--- src/sv/event_voxel_grid_accumulator_defines.svh ---
`ifndef EVENT_VOXEL_GRID_ACCUMULATOR_DEFINES_SVH
`define EVENT_VOXEL_GRID_ACCUMULATOR_DEFINES_SVH

// Same-cycle implication, checked at every edge out of reset.
`define EVGA_ASSERT_NOW(lbl, ante, cons, msg) \
  lbl: assert property (@(posedge clk) disable iff (!rst_n) (ante) |-> (cons)) \
    else $error(msg);

// Next-cycle implication, checked at every edge out of reset.
`define EVGA_ASSERT_NEXT(lbl, ante, cons, msg) \
  lbl: assert property (@(posedge clk) disable iff (!rst_n) (ante) |=> (cons)) \
    else $error(msg);

`endif

--- src/sv/evga_pkg.sv ---
package evga_pkg;

  typedef logic [47:0]        time_t;
  typedef logic signed [31:0] cell_t;

  typedef enum logic [1:0] {
    OP_BEGIN  = 2'd0,
    OP_EVENT  = 2'd1,
    OP_FINISH = 2'd2,
    OP_READ   = 2'd3
  } op_t;

  typedef enum logic [4:0] {
    ST_CLEAR,
    ST_IDLE,
    ST_BEGIN_DIV,
    ST_BEGIN_WAIT,
    ST_EV_CHECK,
    ST_EV_MUL_LO,
    ST_EV_MUL_HI,
    ST_EV_RD_L,
    ST_EV_WR_L,
    ST_EV_RD_R,
    ST_EV_WR_R,
    ST_FIN_WALK,
    ST_FIN_MEAN,
    ST_FIN_MEAN_WAIT,
    ST_FIN_MSQ,
    ST_FIN_VAR_WAIT,
    ST_FIN_SQRT_WAIT,
    ST_FIN_INV_WAIT,
    ST_RD_MEM,
    ST_RD_CALC,
    ST_RD_OUT
  } state_t;

  typedef struct packed {
    logic busy;
    logic done;
  } unit_status_t;

  localparam logic [31:0] ONE_Q16   = 32'h0001_0000;
  localparam logic [24:0] INV_CLAMP = 25'h1FF_FFFF;

endpackage

--- src/sv/evga_sqrt.sv ---
module evga_sqrt (
  input  logic                  clk,
  input  logic                  rst_n,
  input  logic                  start,
  input  logic [63:0]           radicand,
  output logic [31:0]           root,
  output evga_pkg::unit_status_t status
);
  import evga_pkg::*;

  logic        busy_r, busy_nxt;
  logic        done_r, done_nxt;
  logic [4:0]  cnt_r, cnt_nxt;
  logic [63:0] v_r, v_nxt;
  logic [63:0] res_r, res_nxt;
  logic [63:0] bit_r, bit_nxt;
  logic [63:0] trial;

  // Digit-by-digit integer square root, two radicand bits per cycle.
  always_comb begin
    busy_nxt = busy_r;
    done_nxt = 1'b0;
    cnt_nxt  = cnt_r;
    v_nxt    = v_r;
    res_nxt  = res_r;
    bit_nxt  = bit_r;
    trial    = res_r + bit_r;
    if (start) begin
      busy_nxt = 1'b1;
      cnt_nxt  = '0;
      v_nxt    = radicand;
      res_nxt  = '0;
      bit_nxt  = 64'h4000_0000_0000_0000;
    end else if (busy_r) begin
      if (v_r >= trial) begin
        v_nxt   = v_r - trial;
        res_nxt = (res_r >> 1) + bit_r;
      end else begin
        res_nxt = res_r >> 1;
      end
      bit_nxt = bit_r >> 2;
      cnt_nxt = cnt_r + 5'd1;
      if (cnt_r == 5'd31) begin
        busy_nxt = 1'b0;
        done_nxt = 1'b1;
      end
    end
  end

  always_ff @(posedge clk) begin
    if (!rst_n) begin
      busy_r <= 1'b0;
      done_r <= 1'b0;
      cnt_r  <= '0;
    end else begin
      busy_r <= busy_nxt;
      done_r <= done_nxt;
      cnt_r  <= cnt_nxt;
    end
  end

  always_ff @(posedge clk) begin
    v_r   <= v_nxt;
    res_r <= res_nxt;
    bit_r <= bit_nxt;
  end

  assign root        = res_r[31:0];
  assign status.busy = busy_r;
  assign status.done = done_r;

endmodule

--- config.mk ---
export PLATFORM = sky130hd
export DESIGN_NAME = evga_sqrt
export DESIGN_NICKNAME = d
export VERILOG_FILES = /design/src/sv/event_voxel_grid_accumulator_defines.svh /design/src/sv/evga_pkg.sv /design/src/sv/evga_sqrt.sv
export SDC_FILE = /design/constraint.sdc
export NUM_CORES = 1
export LEC_CHECK = 0
export BUFFER_PORTS_ARGS = -buffer_cell sky130_fd_sc_hd__buf_4
export CAP_MARGIN = 25
export CORE_MARGIN = 3
export CORE_UTILIZATION = 47
export DETAILED_ROUTE_END_ITERATION = 10
export PLACE_DENSITY_LB_ADDON = 0.05
export SLEW_MARGIN = 10
export SYNTH_ARGS = -nofsm -noshare
export SYNTH_HDL_FRONTEND = slang
export SYNTH_SLANG_ARGS = --single-unit
--- constraint.sdc ---
create_clock -name clk -period 12.02 [get_ports clk]
set_input_delay 3.606 -clock clk [delete_from_list [all_inputs] [get_ports clk]]
set_output_delay 3.606 -clock clk [all_outputs]
set_load 0.03 [all_outputs]
==> flow_summary.toml <==
[clock_network]
cts_tree = "yes"
numCtsBuffers = 17
post-cts-setup-buffers = 0
cts_hold_buf = 0
cts_max_level = 4
clkLatencyLatePin_ns = 0.46
clkTransAtPathRegs_ns = 0.07
post_cts_resized = 0
clk_path_buf_depth = 2
cts_root_buf = "clkbuf_16"
clock-sinks = 167

[drt]
via_per_inst = 6.11
ant_nets = 0
drcViolationCount = 0
dr.first_iter.drc_count = 1148
post_drt_wl_per_cell_um = 20.1
firstDrtPassIters = 5
vias = 15100
routed_wl_um = 49400

[global_routing]
first_global_vias = 14300
grt_pass1_wl_um = 78400
antenna_found_initial = 0
grt-ovfl-total = 0
grt_usage_pct = 27.1
grt_max_degree = 82

[floorplan]
rows = 66
die_area_um2 = 36200
chipWidth_um = 190
initial_utilization_pct = 48.3
die_h_um = 190
io_pins = 101
core_um2 = 33000

[worst_setup_path]
arrival_ns = 7.35
setup.worst_path.end_class = "flop"
regToRegSetupSlack_ns = 4.75
path_class = "reg -> reg"
cp.required_ns = 12.10
worstPathMaxFanout = 64
startpoint_type = "flop"

[timing]
max-slew-margin-rel_pct = 37.6
timing.final.max_slew_violations = 0
period_share_pct = 60.5
setup_viol = 0
fin_setup_tns_ns = 0
worst_pin_slew_ns = 0.937
max_freq_mhz = 138
hold_ws_ns = 0.509
fin_crit_ns = 7.27
fin_ws_ns = 4.75
finalHoldViolations = 0
fin_skew_ns = 0.0116
rsz0062_at_grt = "no"

[power]
finalPower_mw = 3.50
power_density_nw_per_um2 = 203
p_leak_nw = 6.67
ir_drop_uv = 134

[job]
cap_viol_max_count = 0

[synth]
synth-async-reset-ratio_pct = 0
ys_ff_latch = 167
synth-seq-area-share_pct = 25.0
synth_nets = 2226
synth_area_per_cell_um2 = 7.88
yosys_warnings = 0
ys_types = 94
synth_edf_count = 64
synth_area_um2 = 16000
synth_flop_cell = "dfxtp_1"
syn_inst = 2026

[place]
dp_hpwl_um = 37500
finalWeightedCongestion = 0.935
io_buffers = 100
post-place-ws_ns = 4.80

[finish]
diodes = 0
syn_to_final_growth_pct = 7.97
drive_gt1_share_pct = 9.99
nNetsFinal = 2210

[status]
status = "completed"

[min_path]
min_path_type = "reg -> reg"
report_power, final:
group / switching, mW / internal (mW)
clock: 0.252 / 0.323
combinational: 1.29 / 0.749
sequential: 0.119 / 0.765
state kept, by name (all words and copies together) (netlist names):
| name | cells |
|---|---|
| cnt_r | 5 |
| res_r | 64 |
| v_r | 64 |
| done_r | 1 |
| busy_r | 1 |
| bit_r | 32 |
area by class of cell:
| type | count | area (µm²) |
|---|---|---|
| Timing Repair Buffer | 112 | 841 |
| Tap cell | 442 | 553 |
| Clock inverter | 8 | 83.8 |
| Inverter | 50 | 188 |
| Clock buffer | 24 | 514 |
| Multi-Input combinational cell | 1662 | 11100 |
| Fill cell | 3274 | 15800 |
| Sequential cell | 167 | 3990 |
final timing paths:
check,depth (start not counted),startpoint,to
worst min register to register,2,res_r[0],res_r[0]
worst min-delay path,2,res_r[0],res_r[0]
worst max register to register,21,res_r[2],v_r[62]
worst max-delay path,21,res_r[2],v_r[62]
stage by stage:
| step | instances | util (%) | cell area, µm² |
|---|---|---|---|
| after floorplan | 2026 | - | 16000 |
| after global placement | 2432 | 50.3 | 16600 |
| after detailed placement | 2433 | 50.4 | 16600 |
| after CTS | 2465 | 52.2 | 17200 |
| after global routing | 2465 | 52.2 | 17200 |
| final | 2465 | 52.2 | 17200 |
metal layers:
layer	track usage (%)	vias up	part of all wire, %
li1	-	7467	-
met1	37.3	7042	46
met2	43.3	464	45
met3	4.38	78	5.4
met4	9.17	0	3.1
met5	0	-	0
cell usage in the layout, fill, tap and decap left out, drive strengths merged, types with 53 or more instances in the layout:
cell type,count
ha,132
dfxtp,103
nor2,178
buf,112
edfxtp,64
a21oi,131
o21ai,172
xnor2,72
inv,53
xor2,79
a31oi,56
nand2,226
Yosys cell counts, drive strengths merged, types with 20 or more instances:
master	n	share of area (%)
nor2	178	4.2
a211oi	45	2.1
clkbuf	84	2.0
nor3	38	1.4
o211ai	24	1.1
ha	132	10
nand2	226	5.4
xnor2	72	4.0
a21oi	131	4.1
nand4	50	2.0
a311oi	21	1.2
inv	50	1.2
or3	21	0.82
o21ai	172	5.4
a21o	40	1.9
xor2	79	4.3
and3	33	1.3
a31oi	56	2.2
buf	63	2.6
nand3	49	1.5
and2	22	0.86
edfxtp	64	12
o21bai	20	0.94
mux2i	46	2.9
dfxtp	103	13
cells by family after synthesis:
group	count (synthesis)	synth area share, %
simple gates	681	20.3
compound gates	645	26.9
buf+inv	197	5.78
flops	167	25.0
xor+xnor	151	8.29
fa+ha+maj	133	10.5
mux	52	3.31
worst max-delay path, stage by stage, from the launching register on:
cell and delay [ns]:
dfxtp_1 0.46, ha_1 0.31, a31oi_1 0.33, a211oi_1 0.26, a2111oi_1 0.71, o21a_2 0.34
o21ai_1 0.13, a31o_2 0.30, a211oi_2 0.30, o21bai_1 0.13, xnor2_1 0.15, ha_1 0.47
nand2_1 0.09, o21a_1 0.20, o31a_1 0.32, o21ai_0 0.19, a21oi_1 0.18, o2111ai_4 0.14
buf_4 0.38, nand2_4 0.42, o21ai_4 0.25, buf_4 0.67
Note: power is estimated with default switching activity, not from simulation.
