File: src/sv/event_voxel_grid_accumulator_defines.svh
`ifndef EVENT_VOXEL_GRID_ACCUMULATOR_DEFINES_SVH
`define EVENT_VOXEL_GRID_ACCUMULATOR_DEFINES_SVH

// Same-cycle implication, checked at every edge out of reset.
`define EVGA_ASSERT_NOW(lbl, ante, cons, msg) \
  lbl: assert property (@(posedge clk) disable iff (!rst_n) (ante) |-> (cons)) \
    else $error(msg);

// Next-cycle implication, checked at every edge out of reset.
`define EVGA_ASSERT_NEXT(lbl, ante, cons, msg) \
  lbl: assert property (@(posedge clk) disable iff (!rst_n) (ante) |=> (cons)) \
    else $error(msg);

`endif

File: src/sv/evga_pkg.sv
package evga_pkg;

  typedef logic [47:0]        time_t;
  typedef logic signed [31:0] cell_t;

  typedef enum logic [1:0] {
    OP_BEGIN  = 2'd0,
    OP_EVENT  = 2'd1,
    OP_FINISH = 2'd2,
    OP_READ   = 2'd3
  } op_t;

  typedef enum logic [4:0] {
    ST_CLEAR,
    ST_IDLE,
    ST_BEGIN_DIV,
    ST_BEGIN_WAIT,
    ST_EV_CHECK,
    ST_EV_MUL_LO,
    ST_EV_MUL_HI,
    ST_EV_RD_L,
    ST_EV_WR_L,
    ST_EV_RD_R,
    ST_EV_WR_R,
    ST_FIN_WALK,
    ST_FIN_MEAN,
    ST_FIN_MEAN_WAIT,
    ST_FIN_MSQ,
    ST_FIN_VAR_WAIT,
    ST_FIN_SQRT_WAIT,
    ST_FIN_INV_WAIT,
    ST_RD_MEM,
    ST_RD_CALC,
    ST_RD_OUT
  } state_t;

  typedef struct packed {
    logic busy;
    logic done;
  } unit_status_t;

  localparam logic [31:0] ONE_Q16   = 32'h0001_0000;
  localparam logic [24:0] INV_CLAMP = 25'h1FF_FFFF;

endpackage

File: src/sv/evga_div.sv
module evga_div (
  input  logic                  clk,
  input  logic                  rst_n,
  input  logic                  start,
  input  logic [63:0]           dividend,
  input  logic [63:0]           divisor,
  output logic [63:0]           quotient,
  output evga_pkg::unit_status_t status
);
  import evga_pkg::*;

  logic        busy_r, busy_nxt;
  logic        done_r, done_nxt;
  logic [5:0]  cnt_r, cnt_nxt;
  logic [63:0] rem_r, rem_nxt;
  logic [63:0] quo_r, quo_nxt;
  logic [63:0] dvs_r, dvs_nxt;
  logic [64:0] trial;

  // Restoring division, one quotient bit per cycle.
  always_comb begin
    busy_nxt = busy_r;
    done_nxt = 1'b0;
    cnt_nxt  = cnt_r;
    rem_nxt  = rem_r;
    quo_nxt  = quo_r;
    dvs_nxt  = dvs_r;
    trial    = {rem_r, quo_r[63]};
    if (start) begin
      busy_nxt = 1'b1;
      cnt_nxt  = '0;
      rem_nxt  = '0;
      quo_nxt  = dividend;
      dvs_nxt  = divisor;
    end else if (busy_r) begin
      if (trial >= {1'b0, dvs_r}) begin
        rem_nxt = 64'(trial - {1'b0, dvs_r});
        quo_nxt = {quo_r[62:0], 1'b1};
      end else begin
        rem_nxt = trial[63:0];
        quo_nxt = {quo_r[62:0], 1'b0};
      end
      cnt_nxt = cnt_r + 6'd1;
      if (cnt_r == 6'd63) begin
        busy_nxt = 1'b0;
        done_nxt = 1'b1;
      end
    end
  end

  always_ff @(posedge clk) begin
    if (!rst_n) begin
      busy_r <= 1'b0;
      done_r <= 1'b0;
      cnt_r  <= '0;
    end else begin
      busy_r <= busy_nxt;
      done_r <= done_nxt;
      cnt_r  <= cnt_nxt;
    end
  end

  always_ff @(posedge clk) begin
    rem_r <= rem_nxt;
    quo_r <= quo_nxt;
    dvs_r <= dvs_nxt;
  end

  assign quotient    = quo_r;
  assign status.busy = busy_r;
  assign status.done = done_r;

endmodule

File: config.mk
export PLATFORM = sky130hd
export DESIGN_NAME = evga_div
export DESIGN_NICKNAME = d
export VERILOG_FILES = /design/src/sv/event_voxel_grid_accumulator_defines.svh /design/src/sv/evga_pkg.sv /design/src/sv/evga_div.sv
export SDC_FILE = /design/constraint.sdc
export NUM_CORES = 1
export LEC_CHECK = 0
export ABC_AREA = 1
export BUFFER_PORTS_ARGS = -buffer_cell sky130_fd_sc_hd__buf_4
export CAP_MARGIN = 20
export CORE_MARGIN = 1.5
export CORE_UTILIZATION = 30
export CTS_BUF_LIST = sky130_fd_sc_hd__clkbuf_4
export DETAILED_ROUTE_END_ITERATION = 10
export PLACE_DENSITY = 0.44
export SYNTH_ARGS = -nofsm -noshare
export SYNTH_HDL_FRONTEND = slang
export SYNTH_SLANG_ARGS = --single-unit
File: constraint.sdc
create_clock -name clk -period 3.85 [get_ports clk]
set_input_delay 0.1925 -clock clk [delete_from_list [all_inputs] [get_ports clk]]
set_output_delay 0.1925 -clock clk [all_outputs]
set_load 0.005 [all_outputs]
==> results.md, run 1 <==
* Crit share post-route at 0.794
* Leak at between 9 and 10 nW
* Die X at between 200 and 250 microns
* Violated checks: design-rule violations
* Highest Clock Rate at 0.327 GHz
* Power density over the cells at ~250 nW/um^2
* Initial Utilization at 0.305
* CTS Buffer Depth at 2
* Post-CTS resize count at 0
* Synth top area cells: edfxtp_1 27%, nand2_1 24%, inv_1 12%
* Drt drc at 4
* Status: complete, but fails checks
* Slew Viols, Final at 0
* Clock sink count at 200
* First-pass GRT wire length at 77,300 microns
* Die Y at between 200 and 250 microns
* Hold path depth at 2
* Sequential share of the synthesized area at 0.371
* DR WL/cell at 15.5 microns
* Largest net degree at the start of global routing at 66
* Drt total wl at ~49,000 microns
* Clk root buf: clkbuf_4
* Worst skew pair latency at about 820 ps
* Estimated wirelength of the detail-placed design at 37,600 microns
* Vias in the first global route at between 10,000 and 15,000
* CP Max Fanout at between 60 and 70
* RSZ-0062 raised after global routing: false
* Post-layout nets at approximately 2,700
* Syn Nets at about 2,400
* Layout cell share with drive strength beyond 1 at 0.109
* Synth Register Bits at 200
* Syn Area/Cell at 6.55 sq um
* Mapped Area at ~14,000 sq um
* Routed Antenna Nets at 0
* TritonCTS Buffers at 17
* Row count at about 80
* Total global routing track utilization at 0.204
* Peak supply drop at 189 uV
* Gr ovfl total at 0
* Worst Tran Pin Value at 866 ps
* Post-DR vias/cell at 4.47
* Req. time, crit path at ~4500 ps
* Yosys warns at 0
* H-tree levels at 4
* Final hold vios at 0
* Post-synth top area share at 0.270
* HP Class: input pin to flop
* Ports at just under 200
* Initial antenna violation count at 2
* Max transition margin at 0.423
* Cell variety after synth at 38
* Die area at 48,800 sq um
* Max_cap viols at 0
* Crit Path Class: flop to flop
* Setup crit start kind: flop
* DRT iter0 DRCs at between 800 and 900
* R2R cell count at 19
* Tmin final at between 3000 and 4000 ps
* Via count at 14,100
* Port Buffer Count at 196
* Min Hold Slack at between 100 and 150 ps
* Endpoint type of the worst setup path: flop
* DRT Pass-1 Iters at 10
* Cells after synthesis at 2,175
* Crit path arrival time at 3730 ps
* Post-synth top area cell: edfxtp_1
* P&R area growth vs syn at 28.4%
* Setup_tns at 0 ps
* Core ar. at between 40,000 and 50,000 sq um
* CTS tree: done
* Final setup viols at 0
* Clock slew at reported path FFs at around 180 ps
* RePlAce Congestion at between 0.9 and 1
* Clock Skews at 62.3 ps
-- worst paths after layout --
check,endpoint,startpoint,slack [ps]
max,rem_r[51],dvs_r[7],790
min,dvs_r[0],divisor[0],120
max reg2reg,rem_r[51],dvs_r[7],790
min reg2reg,rem_r[39],rem_r[39],480
-- stage by stage --
stage / cells / utilization / power (mW) / area (sq um) / worst slack, ps
6_report: 3147 / 0.391 / 4.58 / 18300 / 795
5_1_grt: 3147 / 0.391 / 4.85 / 18300 / 423
4_1_cts: 3142 / 0.391 / 4.68 / 18300 / 762
3_5_place_dp: 2940 / 0.349 / 3.27 / 16300 / 839
3_3_place_gp: 2940 / 0.349 / 3.27 / 16300 / 836
2_1_floorplan: 2175 / - / 2.89 / 14300 / 598
-- placed cells by master, fill, tap and decap left out, types with 4 or more instances in the layout --
cell / n
a21oi_1: 51
buf_4: 203
clkbuf_4: 19
dfxtp_1: 72
diode_2: 5
dlygate4sd3_1: 170
edfxtp_1: 128
ha_1: 65
inv_1: 435
inv_2: 6
inv_6: 4
nand2_1: 920
nand2_2: 7
nand3_1: 144
nand3_2: 4
nand3b_1: 36
nand4_1: 15
nor2_1: 106
nor2_2: 11
nor3_1: 20
o21ai_0: 24
o21ai_1: 18
o21bai_1: 12
xnor2_1: 28
-- flip-flops by register name (all words and copies together), names as in the netlist --
register  flops
rem_r        64
quotient     64
busy_r        1
dvs_r        64
cnt_r         6
done_r        1
-- logic make-up after synthesis --
| family | share of synthesized area |
|---|---|
| and+or+nand+nor | 0.371 |
| xor gates and xnor gates | 0.0190 |
| adders and majority gates | 0.0585 |
| buffers and inverters | 0.139 |
| DFF | 0.371 |
| AOI/OAI and AO/OA | 0.0426 |
-- where the power goes --
group | leakage [nW] | internal [mW] | switching [mW]
sequential | 1.86 | 2.43 | 0.0626
combinational | 7.72 | 0.420 | 0.438
clock | 0.156 | 0.306 | 0.920
total | 9.74 | 3.16 | 1.42
-- final cells by class --
| type | count | area (sq um) |
|---|---|---|
| multi-input combinational | 1484 | 7010 |
| inverter | 442 | 1660 |
| timing repair buffer | 377 | 3300 |
| clock buffer | 19 | 143 |
| clock inverter | 13 | 136 |
| fill | 5116 | 28500 |
| sequential | 200 | 5290 |
| tap | 607 | 759 |
| antenna | 5 | 12.5 |
-- Yosys cell counts --
library cell and number:
dfxtp_1 72, nand3_2 4, fa_1 1, o21ai_0 24, o21bai_1 12, nor2_2 10, a21oi_1 51, a21oi_2 1
nor3_1 20, edfxtp_1 128, nor2_4 2, nand3b_1 36, nor2_1 108, ha_1 65, clkbuf_1 19, nand4_1 15
nor3b_1 1, nor3_2 1, nand3_1 144, and2_1 3, a31oi_1 3, buf_1 4, a21o_1 1, xnor2_1 28
inv_2 5, nand2_1 920, o21ai_2 1, buf_6 12, inv_1 437, buf_4 10, buf_2 4, nand2_4 2
nand2_2 7, nor4_1 1, o211ai_1 1, o21ai_1 18, or2_2 1, xor2_1 3
-- worst max-delay path, stage by stage (launching register included) --
cell,delay (ps)
edfxtp_1,410
inv_1,80
ha_1,280
nand2_2,130
inv_1,40
nand2_1,60
nand2_1,80
inv_2,60
nand3_2,140
nand2_2,90
nand2_1,170
nand2_2,150
nand2_2,90
nand2_4,80
buf_4,670
nand3_1,140
nand2_1,100
inv_1,40
nand2_1,50
nand2_1,50
-- timing repair --
item | 4_1_cts | 5_1_grt
setup endpoints to repair | 0 | 0
hold buffers | 170 | 0
endpoints found under the hold margin | 157 | 0
setup buffers | 0 | 0
-- metal layers --
| layer | GRT usage | vias up | wire (microns) |
|---|---|---|---|
| li1 | - | 7334 | - |
| met1 | 0.266 | 6333 | 22900 |
| met2 | 0.335 | 348 | 22000 |
| met3 | 0.0388 | 47 | 2740 |
| met4 | 0.0747 | 0 | 1050 |
| met5 | 0 | - | 0 |
Power figures use the tool's default switching activity.
==> inputs of run 2 (changes only) <==
- PLACE_DENSITY: 0.44 -> 0.46
- clock period: 3.85 -> 2.6 ns (I/O delays scaled with it)
==> results.md, run 2 (synthesized netlist as in run 1, its figures left out) <==
* Status: complete, but fails checks (unchanged)
* Violated checks: design-rule violations (unchanged)
* CP Max Fanout at 3 (was 65)
* R2r setup slk at 140 ps (was 790 ps)
* Largest net degree at the start of global routing at 77 (was 66)
* First-pass GRT wire length at 80,500 microns (was 77,300 microns)
* Highest Clock Rate at 0.406 GHz (was 0.327 GHz)
* Setup crit start kind: flop (unchanged)
* Clock Skews at 50.6 ps (was 62.3 ps)
* GR Layer Usage met2 at 0.354 (was 0.335)
* Worst Tran Pin Value at 724 ps (was 866 ps)
* # placed instances at 2,997 (was 2,940)
* Most Used Layer, Global Route: met2 (unchanged)
* HP Class: input pin to flop (unchanged)
* Util after Layout at 0.429 (was 0.391)
* Die X at 221 microns (unchanged)
* Clk root buf: clkbuf_4 (unchanged)
* Setup_tns at 0 ps (unchanged)
* Req. time, crit path at 3280 ps (was 4520 ps)
* Critical path buffers and inverters at 2 (was 5)
* Non-Filler Instances at 3,265 (was 3,147)
* Crit Path Class: flop to flop (unchanged)
* Worst path top cell family by delay: compound AO/OA/AOI/OAI gates (was simple AND/OR/NAND/NOR gates)
* Clock slew at reported path FFs at 210 ps (was 180 ps)
* RSZ-0062 raised after global routing: true (was false)
* H-tree levels at 4 (unchanged)
* Crit path arrival time at 3150 ps (was 3730 ps)
* CTS tree: done (unchanged)
* Max_cap viols at 0 (unchanged)
* Clock sink count at 200 (unchanged)
* Drt total wl at 52,300 microns (was 48,700 microns)
* Worst skew pair latency at 770 ps (was 820 ps)
* Tmin final at 2460 ps (was 3060 ps)
* Port Buffer Count at 196 (unchanged)
* Vias in the first global route at 14,500 (was 14,000)
* Ports at 197 (unchanged)
* Post-DR vias/cell at 4.47 (about the same)
* CTS Buffer Depth at 2 (unchanged)
* RePlAce Congestion at 0.946 (was 0.956)
* Final hold vios at 0 (unchanged)
* Final setup viols at 0 (unchanged)
* Min Hold Slack at 168 ps (was 116 ps)
* DR WL/cell at 16.0 microns (was 15.5 microns)
* P&R area growth vs syn at 40.7% (was 28.4%)
* Total global routing track utilization at 0.214 (was 0.204)
* Worst path cell trace: inv_1, ha_1, fa_2, nor2_2, o21ai_0, nand2_1, buf_4, nand2_1, nand2_2, a21oi_1, xor2_1, nand2_1, nand3_1, nand2_1 (was inv_1, ha_1, nand2_2, inv_1, nand2_1, nand2_1, inv_2, nand3_2, nand2_2, nand2_1, nand2_2, nand2_2, nand2_4, buf_4, nand3_1, nand2_1, inv_1, nand2_1, nand2_1)
* Endpoint type of the worst setup path: flop (unchanged)
* Die Y at 221 microns (unchanged)
* Most common cell after layout, fill and taps aside: nand2_1 (unchanged)
* Max incr delay on CP at 450 ps (was 670 ps)
* Met1 Track Usage GR at 0.278 (was 0.266)
* Peak supply drop at 270 uV (was 189 uV)
* CP max-delay cell: edfxtp_1 (was buf_4)
* Leak at 10.4 nW (was 9.74 nW)
* Post-layout nets at 2,838 (was 2,719)
* Core ar. at 46,800 sq um (unchanged)
* Die area at 48,800 sq um (unchanged)
* Routed Antenna Nets at 0 (unchanged)
* TritonCTS Buffers at 17 (unchanged)
* Initial Utilization at 0.305 (unchanged)
* Crit share post-route at 0.947 (was 0.794)
* Most used cell, CP: nand2_1 (unchanged)
* DRT Pass-1 Iters at 10 (unchanged)
* Estimated wirelength of the detail-placed design at 40,300 microns (was 37,600 microns)
* Drt drc at 1 (was 4)
* DRT iter0 DRCs at 781 (was 869)
* Layout cell share with drive strength beyond 1 at 0.173 (was 0.109)
* Initial antenna violation count at 2 (unchanged)
* Max transition margin at 0.518 (was 0.423)
* Via count at 14,600 (was 14,100)
* Commonest non-fill, non-tap cells in the layout: 874 x nand2_1, 434 x inv_1, 260 x buf_4 (was 920 x nand2_1, 435 x inv_1, 203 x buf_4)
* Gr ovfl total at 0 (unchanged)
* Met3 GRT Util at 0.0420 (was 0.0388)
* Row count at 79 (unchanged)
* Slew Viols, Final at 0 (unchanged)
* Power density over the cells at 345 nW/um^2 (was 250 nW/um^2)
run 2: through the flow:
stage	total power, mW	setup WS (ps)	instance area, sq um
after global placement	4.88	-83.7	16800
after detailed placement	4.88	-111	16800
final	6.92	137	20100
after CTS	7.00	-8.86	19300
after global routing	7.31	-23.9	20100
after floorplan	4.28	382	14300
run 2: path summary, 6_finish.rpt:
| kind | start | to | depth (start not counted) |
|---|---|---|---|
| setup / recovery | quotient[63] | rem_r[32] | 14 |
| hold / removal | dividend[30] | quotient[30] | 4 |
| setup reg to reg | quotient[63] | rem_r[32] | 14 |
| hold reg to reg | rem_r[40] | rem_r[40] | 2 |
run 2: what timing repair did:
action | CTS | global route
pin swaps | 1 | 9
gates cloned | 0 | 7
buffers inserted | 2 | 9
hold buffers | 214 | 0
endpoints found under the setup margin | 10 | 65
hold endpoints to repair | 224 | 0
resized for setup | 12 | 126
run 2: where the power goes:
group	switching, mW	internal, mW	total [mW]	leakage (nW)
registers	0.0976	3.60	3.70	1.86
logic	0.701	0.723	1.42	8.38
clock network	1.33	0.467	1.80	0.161
total	2.13	4.79	6.92	10.4
run 2: cell type report:
| type | count | area [sq um] |
|---|---|---|
| sequential | 200 | 5290 |
| fill | 4962 | 26700 |
| inverter | 442 | 1660 |
| antenna | 4 | 10.0 |
| clock buffer | 19 | 143 |
| tap | 607 | 759 |
| timing repair buffer | 496 | 4530 |
| clock inverter | 13 | 151 |
| multi-input combinational | 1484 | 7510 |
run 2: layer usage:
metal	wire length, microns	part of all wire
met2	23800	0.45
met3	2850	0.055
met4	1260	0.024
met1	24400	0.47
met5	0	0
run 2: worst min-delay path, delay by kind of cell:
kind	cells	cell delay (ps)
buffers and inverters	2	620
and+or+nand+nor	2	90
